[config.mk]
export PLATFORM = sky130hd
export DESIGN_NAME = mma_floor_div
export DESIGN_NICKNAME = d
export VERILOG_FILES = /design/src/rtl/mma_pkg.sv /design/src/rtl/mma_floor_div.sv
export SDC_FILE = /design/constraint.sdc
export NUM_CORES = 1
export LEC_CHECK = 0
export BUFFER_PORTS_ARGS = -buffer_cell sky130_fd_sc_hd__buf_2
export CAP_MARGIN = 20
export CORE_ASPECT_RATIO = 1.4
export CORE_UTILIZATION = 45
export CTS_BUF_LIST = sky130_fd_sc_hd__clkbuf_4
export CTS_CLUSTER_DIAMETER = 150
export DETAILED_ROUTE_END_ITERATION = 8
export PLACE_DENSITY_LB_ADDON = 0.2
export RECOVER_POWER = 25
export SYNTH_ARGS = -nofsm -noshare
export SYNTH_HDL_FRONTEND = slang
export SYNTH_SLANG_ARGS = --single-unit
[constraint.sdc]
create_clock -name clock -period 0.8 [get_ports clock]
set_input_delay 0.12 -clock clock [delete_from_list [all_inputs] [get_ports clock]]
set_output_delay 0.12 -clock clock [all_outputs]
set_load 0.005 [all_outputs]
[src/rtl/mma_pkg.sv]
`timescale 1ns / 1ps

package mma_pkg;

   localparam int unsigned CHAN_BITS = 6;

   typedef enum logic {
      ACTION_PUSH = 1'b0,
      ACTION_READ = 1'b1
   } action_type;

   typedef enum logic {
      STATE_CLEAR = 1'b0,
      STATE_RUN   = 1'b1
   } state_type;

   typedef struct packed {
      logic                 valid;
      logic [CHAN_BITS-1:0] channel;
   } tag_type;

endpackage

[src/rtl/mma_floor_div.sv]
`timescale 1ns / 1ps

module mma_floor_div #(
   parameter int unsigned WINDOW_DEPTH = 16,
   parameter int unsigned SAMPLE_BITS  = 24
) (
   input  logic                                                clock,
   input  logic                                                reset,
   input  logic                                                advance,
   input  mma_pkg::tag_type                                    in_tag,
   input  logic signed [SAMPLE_BITS+$clog2(WINDOW_DEPTH)-1:0] dividend,
   output mma_pkg::tag_type                                    out_tag,
   output logic signed [SAMPLE_BITS-1:0]                       quotient
);

   localparam int unsigned REM_BITS     = $clog2(WINDOW_DEPTH);
   localparam int unsigned SUM_BITS     = SAMPLE_BITS + REM_BITS;
   localparam int unsigned SHIFT        = SUM_BITS + REM_BITS;
   localparam int unsigned RECIP_BITS   = SUM_BITS + 1;
   localparam int unsigned LO_BITS      = SUM_BITS / 2;
   localparam int unsigned HI_BITS      = SUM_BITS - LO_BITS;
   localparam int unsigned LO_PROD_BITS = LO_BITS + RECIP_BITS;
   localparam int unsigned HI_PROD_BITS = HI_BITS + RECIP_BITS;
   localparam int unsigned PROD_BITS    = SUM_BITS + RECIP_BITS;
   localparam logic [SUM_BITS-1:0] OFFSET = SUM_BITS'(WINDOW_DEPTH) << (SAMPLE_BITS - 1);
   localparam logic [RECIP_BITS-1:0] RECIP =
      RECIP_BITS'(((64'd1 << SHIFT) + 64'(WINDOW_DEPTH) - 64'd1) / 64'(WINDOW_DEPTH));
   localparam logic [SAMPLE_BITS-1:0] SIGN_FLIP = {1'b1, {(SAMPLE_BITS-1){1'b0}}};

   // The offset makes the dividend non-negative, so the rounded-up reciprocal
   // gives the exact floor; flipping the quotient's top bit removes the offset.
   logic [SUM_BITS-1:0]     biased_ff, biased_in;
   logic [LO_PROD_BITS-1:0] prod_lo_ff, prod_lo_in;
   logic [HI_PROD_BITS-1:0] prod_hi_ff, prod_hi_in;
   logic [PROD_BITS-1:0]    product;
   logic [SAMPLE_BITS-1:0]  quot_ff, quot_in;
   mma_pkg::tag_type        tag_a_ff, tag_b_ff, tag_c_ff;

   always_comb begin
      biased_in  = SUM_BITS'(dividend) + OFFSET;
      prod_lo_in = LO_PROD_BITS'(biased_ff[LO_BITS-1:0]) * LO_PROD_BITS'(RECIP);
      prod_hi_in = HI_PROD_BITS'(biased_ff[SUM_BITS-1:LO_BITS]) * HI_PROD_BITS'(RECIP);
      product    = (PROD_BITS'(prod_hi_ff) << LO_BITS) + PROD_BITS'(prod_lo_ff);
      quot_in    = product[SHIFT +: SAMPLE_BITS] ^ SIGN_FLIP;
   end

   always_ff @(posedge clock) begin
      if (reset) begin
         tag_a_ff <= '0;
         tag_b_ff <= '0;
         tag_c_ff <= '0;
      end else if (advance) begin
         tag_a_ff <= in_tag;
         tag_b_ff <= tag_a_ff;
         tag_c_ff <= tag_b_ff;
      end
   end

   always_ff @(posedge clock) begin
      if (advance) begin
         biased_ff  <= biased_in;
         prod_lo_ff <= prod_lo_in;
         prod_hi_ff <= prod_hi_in;
         quot_ff    <= quot_in;
      end
   end

   assign out_tag  = tag_c_ff;
   assign quotient = quot_ff;

endmodule
After elaboration in Yosys (flattened, before gate mapping)
Index checks and enable logic that the tools add are counted.
{"block": "totals", "ff_bits": 101, "input_bits": 38, "out_inout_bits": 31}
{"block": "classes", "bitwise": 1, "n_addsub": 2}
{"cell": "56-bit by 42-bit adder with 56-bit output", "count": 1}
{"cell": "28-bit adder, second input constant", "count": 1}
{"cell": "1-bit inverter", "count": 1}

Logic depth before layout (Yosys ltp)
Gate-level depths: netlist (run 1).
{"block": "logic_depth", "ltp_word": 2, "depth_mapped": 4, "depth_no_buf": 2}

Least setup slack after synthesis (run 1)
No wires, ideal clock.
{"block": "synth_timing", "path_type": "input port to flip-flop", "startpoint": "input advance", "endpoint": "register tag_a_ff[0] (netlist bit)", "setup_slack_ps": 42, "arrival_ps": 630, "required_time_ps": 672, "path_stages": 4, "cell_sequence": "clkbuf_2 buf_8 mux2i_1 nor2_1"}
{"item": "start, declared", "line": "mma_floor_div.sv:9", "text": "input logic advance,"}
{"item": "end signal, assigned", "line": "mma_floor_div.sv:53", "text": "tag_a_ff <= in_tag;"}
{"item": "end, declared", "line": "mma_floor_div.sv:37", "text": "mma_pkg::tag_type tag_a_ff, tag_b_ff, tag_c_ff;"}

Worst setup path after layout (run 1)
{"block": "layout_timing", "startpoint": "register quot_ff[16] (netlist: quotient[16])", "endpoint": "output quotient[16]"}
{"item": "start, declared", "line": "mma_floor_div.sv:36", "text": "logic [SAMPLE_BITS-1:0] quot_ff, quot_in;"}
{"item": "start signal, assigned", "line": "mma_floor_div.sv:64", "text": "quot_ff <= quot_in;"}
{"item": "end, declared", "line": "mma_floor_div.sv:13", "text": "output logic signed [SAMPLE_BITS-1:0] quotient"}
No word-level cell between the ends.

==> flow_summary.json, run 1 <==
{
  "clk_path_buf_depth": 2,
  "htreeDepth": 3,
  "worst_pin_slew_ns": 0.443,
  "detail_route.drc_violations": 0,
  "drtIter0Drc": 55,
  "cell_pwr_density_nw_per_um2": 2240,
  "initial_utilization": 0.467,
  "reg2reg_slack_ns": 0.12,
  "cts_setup_buffers": 0,
  "result_of_the_run": "complete, but fails checks",
  "cap_violations": 0,
  "synth_top_area_cell": "sky130_fd_sc_hd__edfxtp_1",
  "p_int_w": 0.00681,
  "cts_tree": "yes",
  "syn_area_um2": 2920,
  "total_power_w": 0.00851,
  "postSynthCellCount": 142,
  "synth.avg_cell_area_um2": 20.6,
  "timing.critical_path.max_delay_family": "flip-flops",
  "synth_seq_area_share": 0.884,
  "timing.setup.tns_ns": -7.42,
  "crit_chain": "buf_2",
  "ioPinCount": 69,
  "worstHoldStart": "reset",
  "critical_path_cell_count": 1,
  "worst_ep_required_time_ns": 0.68,
  "crit_path_max_incr_delay_ns": 0.40,
  "grt_first_pass_wirelength_um": 7370,
  "hold_viol_final": 0,
  "grt_max_degree": 22,
  "power.switching_w": 0.00170,
  "violations": "setup timing",
  "critical_path_arrival_ns": 0.94,
  "worstPathBufferInverterCount": 1,
  "wl_per_cell_um": 14.0,
  "area_delta_synth_final_pct": 30.2,
  "worstSkewPairLatency_ns": 0.41,
  "postSynthRegisterBits": 93,
  "die_h_um": 97.3,
  "total_leakage_power_nw": 1.55,
  "final_min_period_over_clock_period": 1.33,
  "ant_nets": 0,
  "vias_in_the_first_global_route": 1643,
  "crit_path_start": "quotient[16]",
  "layout_min_cycle_time_ns": 1.06,
  "synthTopCellsByArea": "sky130_fd_sc_hd__edfxtp_1, sky130_fd_sc_hd__dfxtp_1, sky130_fd_sc_hd__mux2i_1",
  "globalRoute.totalOverflow": 0,
  "timing.final.setup_violations": 52,
  "synth-warning-count": 0,
  "slew_violations": 0,
  "die_boundary_width_um": 70.1,
  "n_antenna_cell": 0,
  "multiInputGateArea_um2": 289,
  "final_wtd_congestion": 0.673,
  "number_of_enable_flip_flop_cells_after_synthesis": 72,
  "timing.critical_path.fanout_max": 1,
  "async_reset_ff_frac": 0,
  "die_area_um2": 6820,
  "antenna_found_initial": 0,
  "io_buffer_count": 64,
  "critical_path.endpoint_type": "primary output",
  "grt_setup_unrepaired": "true",
  "setup.worst_path.start_class": "flop",
  "synth_net_count": 180,
  "clock.fmax_mhz": 939,
  "num-fill-cells": 492,
  "crit-reg2reg-launch": "prod_hi_ff[36]",
  "worst_path_max_delay_cell": "sky130_fd_sc_hd__edfxtp_1",
  "synthTopCellsByCount": "sky130_fd_sc_hd__edfxtp_1, sky130_fd_sc_hd__dfxtp_1, sky130_fd_sc_hd__mux2i_1, sky130_fd_sc_hd__nor2_1",
  "path_clk_slew_ns": 0.13,
  "avgViaCountPerCell": 4.59,
  "min_path_type": "in2reg",
  "ff_latch_area_um2": 2590,
  "synth_top_cell_area_share": 0.740,
  "worst-r2r-cell-count": 0,
  "hold_path_depth": 2,
  "power_frac_seq": 0.660,
  "power.share.clock": 0.282,
  "core_um2": 6250,
  "rows": 34,
  "yosysMostFrequentCell": "sky130_fd_sc_hd__edfxtp_1",
  "synth.lib_cells_used.distinct": 8,
  "nNetsFinal": 289,
  "clock-skew-final_ns": 0.0136,
  "detailed_placer_s_ending_hpwl_um": 2970,
  "first_pass_iteration_count_of_the_detailed_router": 3,
  "ys.flop_type": "sky130_fd_sc_hd__edfxtp_1",
  "vias": 1505,
  "grt_util_all_layers": 0.149,
  "route.final.wire_length_um": 4600,
  "cts_inserted_buffers": 9,
  "drive_above_1_share": 0.359,
  "numClockSinks": 93,
  "pwr-share-comb": 0.058,
  "critPathKind": "reg2out",
  "switching_power_share_of_the_total": 0.199,
  "peakVddDrop_v": 0.00109,
  "worst_slew_margin_rel": 0.704,
  "final.setup.worst_slack_ns": -0.265,
  "ctsRootBufferMaster": "sky130_fd_sc_hd__clkbuf_4"
}
-- area by class of cell --
class | instances | area share
Clock buffer | 11 | 0.0217
Clock inverter | 5 | 0.0135
Inverter | 2 | 0.00197
Multi-Input combinational cell | 42 | 0.0760
Sequential cell | 93 | 0.681
Tap cell | 72 | 0.0237
Timing Repair Buffer | 103 | 0.182
-- state kept, by name (all words and copies together) (netlist names) --
register    count
prod_hi_ff     14
biased_ff      24
out_tag         7
quotient       24
tag_b_ff        7
tag_a_ff        7
prod_lo_ff     10
-- stage by stage --
stage,utilization,instance area (um2),hold slack (ns),setup slack [ns],instances
after floorplan,-,2920,0.192,0.0421,142
after global placement,0.540,3380,0.298,-0.0619,281
after detailed placement,0.540,3380,0.298,-0.114,281
after CTS,0.613,3840,0.0639,-0.304,328
after global routing,0.608,3800,0.0601,-0.353,328
final,0.608,3800,0.0918,-0.265,328
-- power groups by stage --
stage	clock network (W)	registers (W)	logic, W
6_report	0.00240	0.00562	0.000492
2_1_floorplan	0	0.00572	0.000116
4_1_cts	0.00247	0.00562	0.000521
3_3_place_gp	0	0.00571	0.000379
3_5_place_dp	0	0.00574	0.000399
5_1_grt	0.00269	0.00565	0.000538
-- cell families after synthesis --
kind of cell / count (synthesis) / share of synthesized area
AND/OR/NAND/NOR: 21 / 0.0270
buffers and inverters: 7 / 0.0171
flip-flops: 93 / 0.884
multiplexers: 21 / 0.0719
-- repair_timing --
item                                    CTS  global route
hold buffers                             31             0
gates resized for setup                   8             1
endpoints found under the setup margin   31            31
endpoints found under the hold margin    31             0
pin swaps                                 0             0
-- cell usage in the layout (no fill, tap or decap), types with 2 or more instances in the layout --
master                          synthesis  routed
sky130_fd_sc_hd__mux2i_1               21      21
sky130_fd_sc_hd__clkinv_1               0       2
sky130_fd_sc_hd__dlygate4sd3_1          0      31
sky130_fd_sc_hd__clkbuf_4               0      12
sky130_fd_sc_hd__inv_1                  2       2
sky130_fd_sc_hd__buf_6                  0       2
sky130_fd_sc_hd__dfxtp_1               21      14
sky130_fd_sc_hd__nor2_1                21      21
sky130_fd_sc_hd__dfxtp_2                0       7
sky130_fd_sc_hd__buf_4                  0       3
sky130_fd_sc_hd__edfxtp_1              72      72
sky130_fd_sc_hd__clkbuf_2               1       4
sky130_fd_sc_hd__buf_2                  0      61
-- final timing paths --
kind	to
max reg2reg	quotient[18]
min reg2reg	quotient[22]
min	out_tag[6]
max	quotient[16]
-- per-layer routing --
| metal | part of all wire | GRT usage | vias up |
|---|---|---|---|
| met5 | 0 | 0 | - |
| met4 | 0.031 | 0.0985 | 0 |
| met3 | 0.046 | 0.0394 | 14 |
| met2 | 0.54 | 0.268 | 48 |
| met1 | 0.38 | 0.146 | 705 |
| li1 | - | - | 738 |
(Power assumes the default switching activity.)
==> inputs of run 2 (changes only) <==
- CORE_UTILIZATION: 45 -> 36
==> run 2 against run 1 <==
Net effect:
- the run still ends with setup timing left
- power fell by 3.7%
- global-route usage fell by 3.2 points
- clock skew fell by 0.0027 ns
- count of clock-buffer cells in the layout fell by 2
- fmax fell by 2.1%
- cell count rose by 8.5%
- highest routed layer unchanged
==> flow_summary.json, run 2 (synthesis gave the netlist of run 1 again) <==
{
  "result_of_the_run": "complete, but fails checks",
  "violations": "setup timing",
  "numPlacedInstances": 309,
  "wl_per_cell_um": 12.2,
  "initial_utilization": 0.375,
  "worst_ep_required_time_ns": 0.68,
  "layout_min_cycle_time_ns": 1.09,
  "drive_above_1_share": 0.355,
  "post-route-util": 0.490,
  "clock-skew-final_ns": 0.0109,
  "final_wtd_congestion": 0.624,
  "grt_util_all_layers": 0.116,
  "die_h_um": 109,
  "grt_setup_unrepaired": "true",
  "min_path_type": "in2reg",
  "first_pass_iteration_count_of_the_detailed_router": 4,
  "nNetsFinal": 289,
  "cell_pwr_density_nw_per_um2": 2140,
  "total_leakage_power_nw": 1.53,
  "cts_inserted_buffers": 9,
  "final.setup.worst_slack_ns": -0.287,
  "critical_path_arrival_ns": 0.97,
  "postLayoutCellArea_um2": 3820,
  "cap_violations": 0,
  "vias_in_the_first_global_route": 1438,
  "io_buffer_count": 64,
  "antenna_found_initial": 0,
  "worst_path_max_delay_cell": "sky130_fd_sc_hd__edfxtp_1",
  "cts_tree": "yes",
  "final_min_period_over_clock_period": 1.36,
  "ctsRootBufferMaster": "sky130_fd_sc_hd__clkbuf_4",
  "clk_path_buf_depth": 2,
  "timing.final.setup_violations": 34,
  "numClockSinks": 93,
  "crit_chain": "buf_2",
  "critPathKind": "reg2out",
  "layout.cells.most_common_list": "sky130_fd_sc_hd__edfxtp_1, sky130_fd_sc_hd__buf_2, sky130_fd_sc_hd__dlygate4sd3_1",
  "peakVddDrop_v": 0.000958,
  "htreeDepth": 3,
  "ant_nets": 0,
  "area_delta_synth_final_pct": 30.8,
  "grt_max_degree": 24,
  "drtIter0Drc": 176,
  "die_area_um2": 8480,
  "core_um2": 7800,
  "worst_slew_margin_rel": 0.718,
  "avgViaCountPerCell": 4.15,
  "globalRoute.totalOverflow": 0,
  "path_clk_slew_ns": 0.14,
  "finalNonFillerCells": 356,
  "cts_setup_buffers": 0,
  "detailed_placer_s_ending_hpwl_um": 2770,
  "timing.setup.tns_ns": -7.74,
  "die_boundary_width_um": 78.1,
  "layout_commonest_cell": "sky130_fd_sc_hd__edfxtp_1",
  "total_power_w": 0.00819,
  "hold_viol_final": 0,
  "worstSkewPairLatency_ns": 0.43,
  "slew_violations": 0,
  "critical_path.endpoint_type": "primary output",
  "worstPathBufferInverterCount": 1,
  "setup.worst_path.start_class": "flop",
  "route.final.wire_length_um": 4360,
  "grt_first_pass_wirelength_um": 6890,
  "rows": 38,
  "timing.critical_path.fanout_max": 1,
  "worst_pin_slew_ns": 0.423,
  "n_antenna_cell": 0,
  "vias": 1477,
  "ioPinCount": 69,
  "post_dp_cell_area_um2": 3410,
  "clock.fmax_mhz": 920,
  "crit_path_max_incr_delay_ns": 0.40,
  "timing.critical_path.max_delay_family": "flip-flops",
  "detail_route.drc_violations": 0
}
## run 2: changes by cell type in the layout (fill, tap and decap cells not counted), sizes merged
cell      previous run  this run
clkbuf              17        16
clkinvlp             0         2
bufinv               1         0
buf                 66        65
inv                  2         3
## run 2: what timing repair did
item,4_1_cts,5_1_grt
endpoints found under the hold margin,31,0
hold buffers,31,0
gates cloned,0,0
resized for setup,10,1
endpoints found under the setup margin,31,31
## run 2: routing by layer
layer	track usage	vias up	wire length, um
li1	-	740	-
met1	0.128	687	1830
met2	0.180	42	2230
met3	0.0447	8	207
met4	0.0913	0	95
met5	0	-	0
## run 2: layout make-up
class / count / area [um2]
fillers: 702 / 3980
flip-flops and latches: 93 / 2590
repair buffers: 103 / 701
multi-input cells: 42 / 289
well taps: 100 / 125
clock buffers: 9 / 67.6
clock inverters: 7 / 41.3
inverters: 2 / 7.51
## run 2: worst paths after layout
check	start	endpoint	slack (ns)	cells after the start
max	quotient[18]	quotient[18]	-0.29	1
min	reset	tag_b_ff[4]	0.07	2
max reg2reg	tag_b_ff[2]	out_tag[2]	0.15	2
min reg2reg	prod_hi_ff[38]	quotient[20]	0.43	0
## run 2: report_power, final
group | switching, W | internal, W
sequential | 0.0000747 | 0.00553
clock | 0.00148 | 0.000618
combinational | 0.000214 | 0.000270
## run 2: per-stage QoR
| step | hold WS, ns | setup WS (ns) |
|---|---|---|
| floorplan | 0.192 | 0.0421 |
| global placement | 0.297 | -0.0917 |
| detailed placement | 0.298 | -0.0931 |
| CTS | 0.0353 | -0.334 |
| global route | 0.0633 | -0.383 |
| finish | 0.0706 | -0.287 |
==> inputs of run 3 (changes only) <==
- clock period: 0.8 -> 0.95 ns (I/O delays scaled with it)
==> run 3 against run 2 <==
Net effect:
- the run still ends with setup timing left
- sequential share of layout area shrank 0.57 points
- core utilization grew 0.42 points
- critical path depth is the same
- cell count shrank 0.28%
- critical endpoint is now quotient[10]
- highest routed layer unchanged
==> flow_summary.json, run 3 (synthesis gave the netlist of run 1 again) <==
{
  "worstSkewPairLatency_ns": 0.43,
  "detail_route.drc_violations": 0,
  "total_leakage_power_nw": 1.55,
  "reg2reg_slack_ns": 0.31,
  "peakVddDrop_v": 0.000761,
  "area_delta_synth_final_pct": 31.9,
  "total_power_w": 0.00737,
  "grt_first_pass_wirelength_um": 6840,
  "worst_path_max_delay_cell": "sky130_fd_sc_hd__edfxtp_1",
  "layout.cells.most_common_list": "sky130_fd_sc_hd__edfxtp_1, sky130_fd_sc_hd__buf_2, sky130_fd_sc_hd__dlygate4sd3_1",
  "die_h_um": 109,
  "initial_utilization": 0.375,
  "worst_pin_slew_ns": 0.419,
  "multiInputGateArea_um2": 289,
  "crit_chain": "buf_2",
  "ant_nets": 0,
  "final_min_period_over_clock_period": 1.17,
  "ctsRootBufferMaster": "sky130_fd_sc_hd__clkbuf_4",
  "htreeDepth": 3,
  "crit_path_max_incr_delay_ns": 0.40,
  "die_area_um2": 8480,
  "clock.fmax_mhz": 900,
  "post_dp_cell_area_um2": 3390,
  "finalNonFillerCells": 355,
  "min_path_type": "in2reg",
  "worstPathBufferInverterCount": 1,
  "rows": 38,
  "drive_above_1_share": 0.353,
  "timing.critical_path.fanout_max": 1,
  "nNetsFinal": 288,
  "ioPinCount": 69,
  "setup.worst_path.start_class": "flop",
  "ff_latch_area_um2": 2590,
  "cap_violations": 0,
  "vias_in_the_first_global_route": 1486,
  "grt_max_degree": 24,
  "cts_setup_buffers": 0,
  "clk_path_buf_depth": 2,
  "timing.final.setup_violations": 31,
  "worst_slew_margin_rel": 0.721,
  "globalRoute.totalOverflow": 0,
  "postLayoutCellArea_um2": 3850,
  "core_um2": 7800,
  "worst_ep_required_time_ns": 0.81,
  "post-route-util": 0.494,
  "layout_commonest_cell": "sky130_fd_sc_hd__edfxtp_1",
  "grt_setup_unrepaired": "true",
  "clock-skew-final_ns": 0.0149,
  "cts_inserted_buffers": 9,
  "vias": 1490,
  "cell_pwr_density_nw_per_um2": 1910,
  "numPlacedInstances": 308,
  "slew_violations": 0,
  "avgViaCountPerCell": 4.20,
  "route.final.wire_length_um": 4330,
  "final.hold.worst_slack_ns": 0.0934,
  "detailed_placer_s_ending_hpwl_um": 2770,
  "final.setup.worst_slack_ns": -0.161,
  "violations": "setup timing",
  "critical_path_arrival_ns": 0.97,
  "n_antenna_cell": 0,
  "layout_min_cycle_time_ns": 1.11,
  "grt_util_all_layers": 0.115,
  "drtIter0Drc": 84,
  "critical_path.endpoint_type": "primary output",
  "num-fill-cells": 687,
  "io_buffer_count": 64,
  "timing.critical_path.max_delay_family": "flip-flops",
  "first_pass_iteration_count_of_the_detailed_router": 3,
  "final_wtd_congestion": 0.616,
  "numClockSinks": 93,
  "antenna_found_initial": 0,
  "cts_tree": "yes",
  "path_clk_slew_ns": 0.13,
  "die_boundary_width_um": 78.1,
  "hold_viol_final": 0,
  "result_of_the_run": "complete, but fails checks",
  "critPathKind": "reg2out",
  "wl_per_cell_um": 12.2
}
[run 3: cell count changes in the layout (fill, tap and decap cells not counted), sizes merged]
cell	before	now
bufinv	0	2
clkinv	4	3
inv	3	2
clkinvlp	2	1
[run 3: repair_timing]
item,CTS,global route
gates resized for setup,10,0
hold endpoints to repair,31,0
setup endpoints to repair,31,31
hold buffers,31,0
[run 3: final timing paths]
| path | from | end | cells past startpoint |
|---|---|---|---|
| setup reg to reg | prod_lo_ff[39] | quotient[7] | 0 |
| setup / recovery | quotient[10] | quotient[10] | 1 |
| hold reg to reg | biased_ff[23] | prod_hi_ff[37] | 0 |
| hold / removal | reset | out_tag[3] | 2 |
[run 3: final cells by class]
type / count / share of cell area
flip-flops and latches: 93 / 0.672
clock buffers: 10 / 0.0195
well taps: 100 / 0.0325
repair buffers: 102 / 0.179
multi-input cells: 42 / 0.0750
clock inverters: 6 / 0.0201
inverters: 2 / 0.00195
[run 3: layer usage]
metal / track usage / vias to the layer above / wire length (um)
met4: 0.0992 / 0 / 164
met3: 0.0397 / 12 / 204
met1: 0.119 / 692 / 1720
li1: - / 744 / -
met2: 0.184 / 42 / 2240
met5: 0 / - / 0
[run 3: report_power, final]
group | leakage [nW] | total (W) | switching, W | internal, W
clock | 0.0814 | 0.00224 | 0.00117 | 0.00107
sequential | 0.879 | 0.00472 | 0.0000621 | 0.00466
combinational | 0.587 | 0.000406 | 0.000181 | 0.000226
[run 3: per-stage QoR]
| step | TNS, ns | worst slack, ns |
|---|---|---|
| 6_report | -3.49 | -0.161 |
| 5_1_grt | -5.72 | -0.234 |
| 4_1_cts | -5.14 | -0.213 |
| 3_5_place_dp | 0 | 0.0361 |
| 3_3_place_gp | 0 | 0.0434 |
| 2_1_floorplan | 0 | 0.170 |
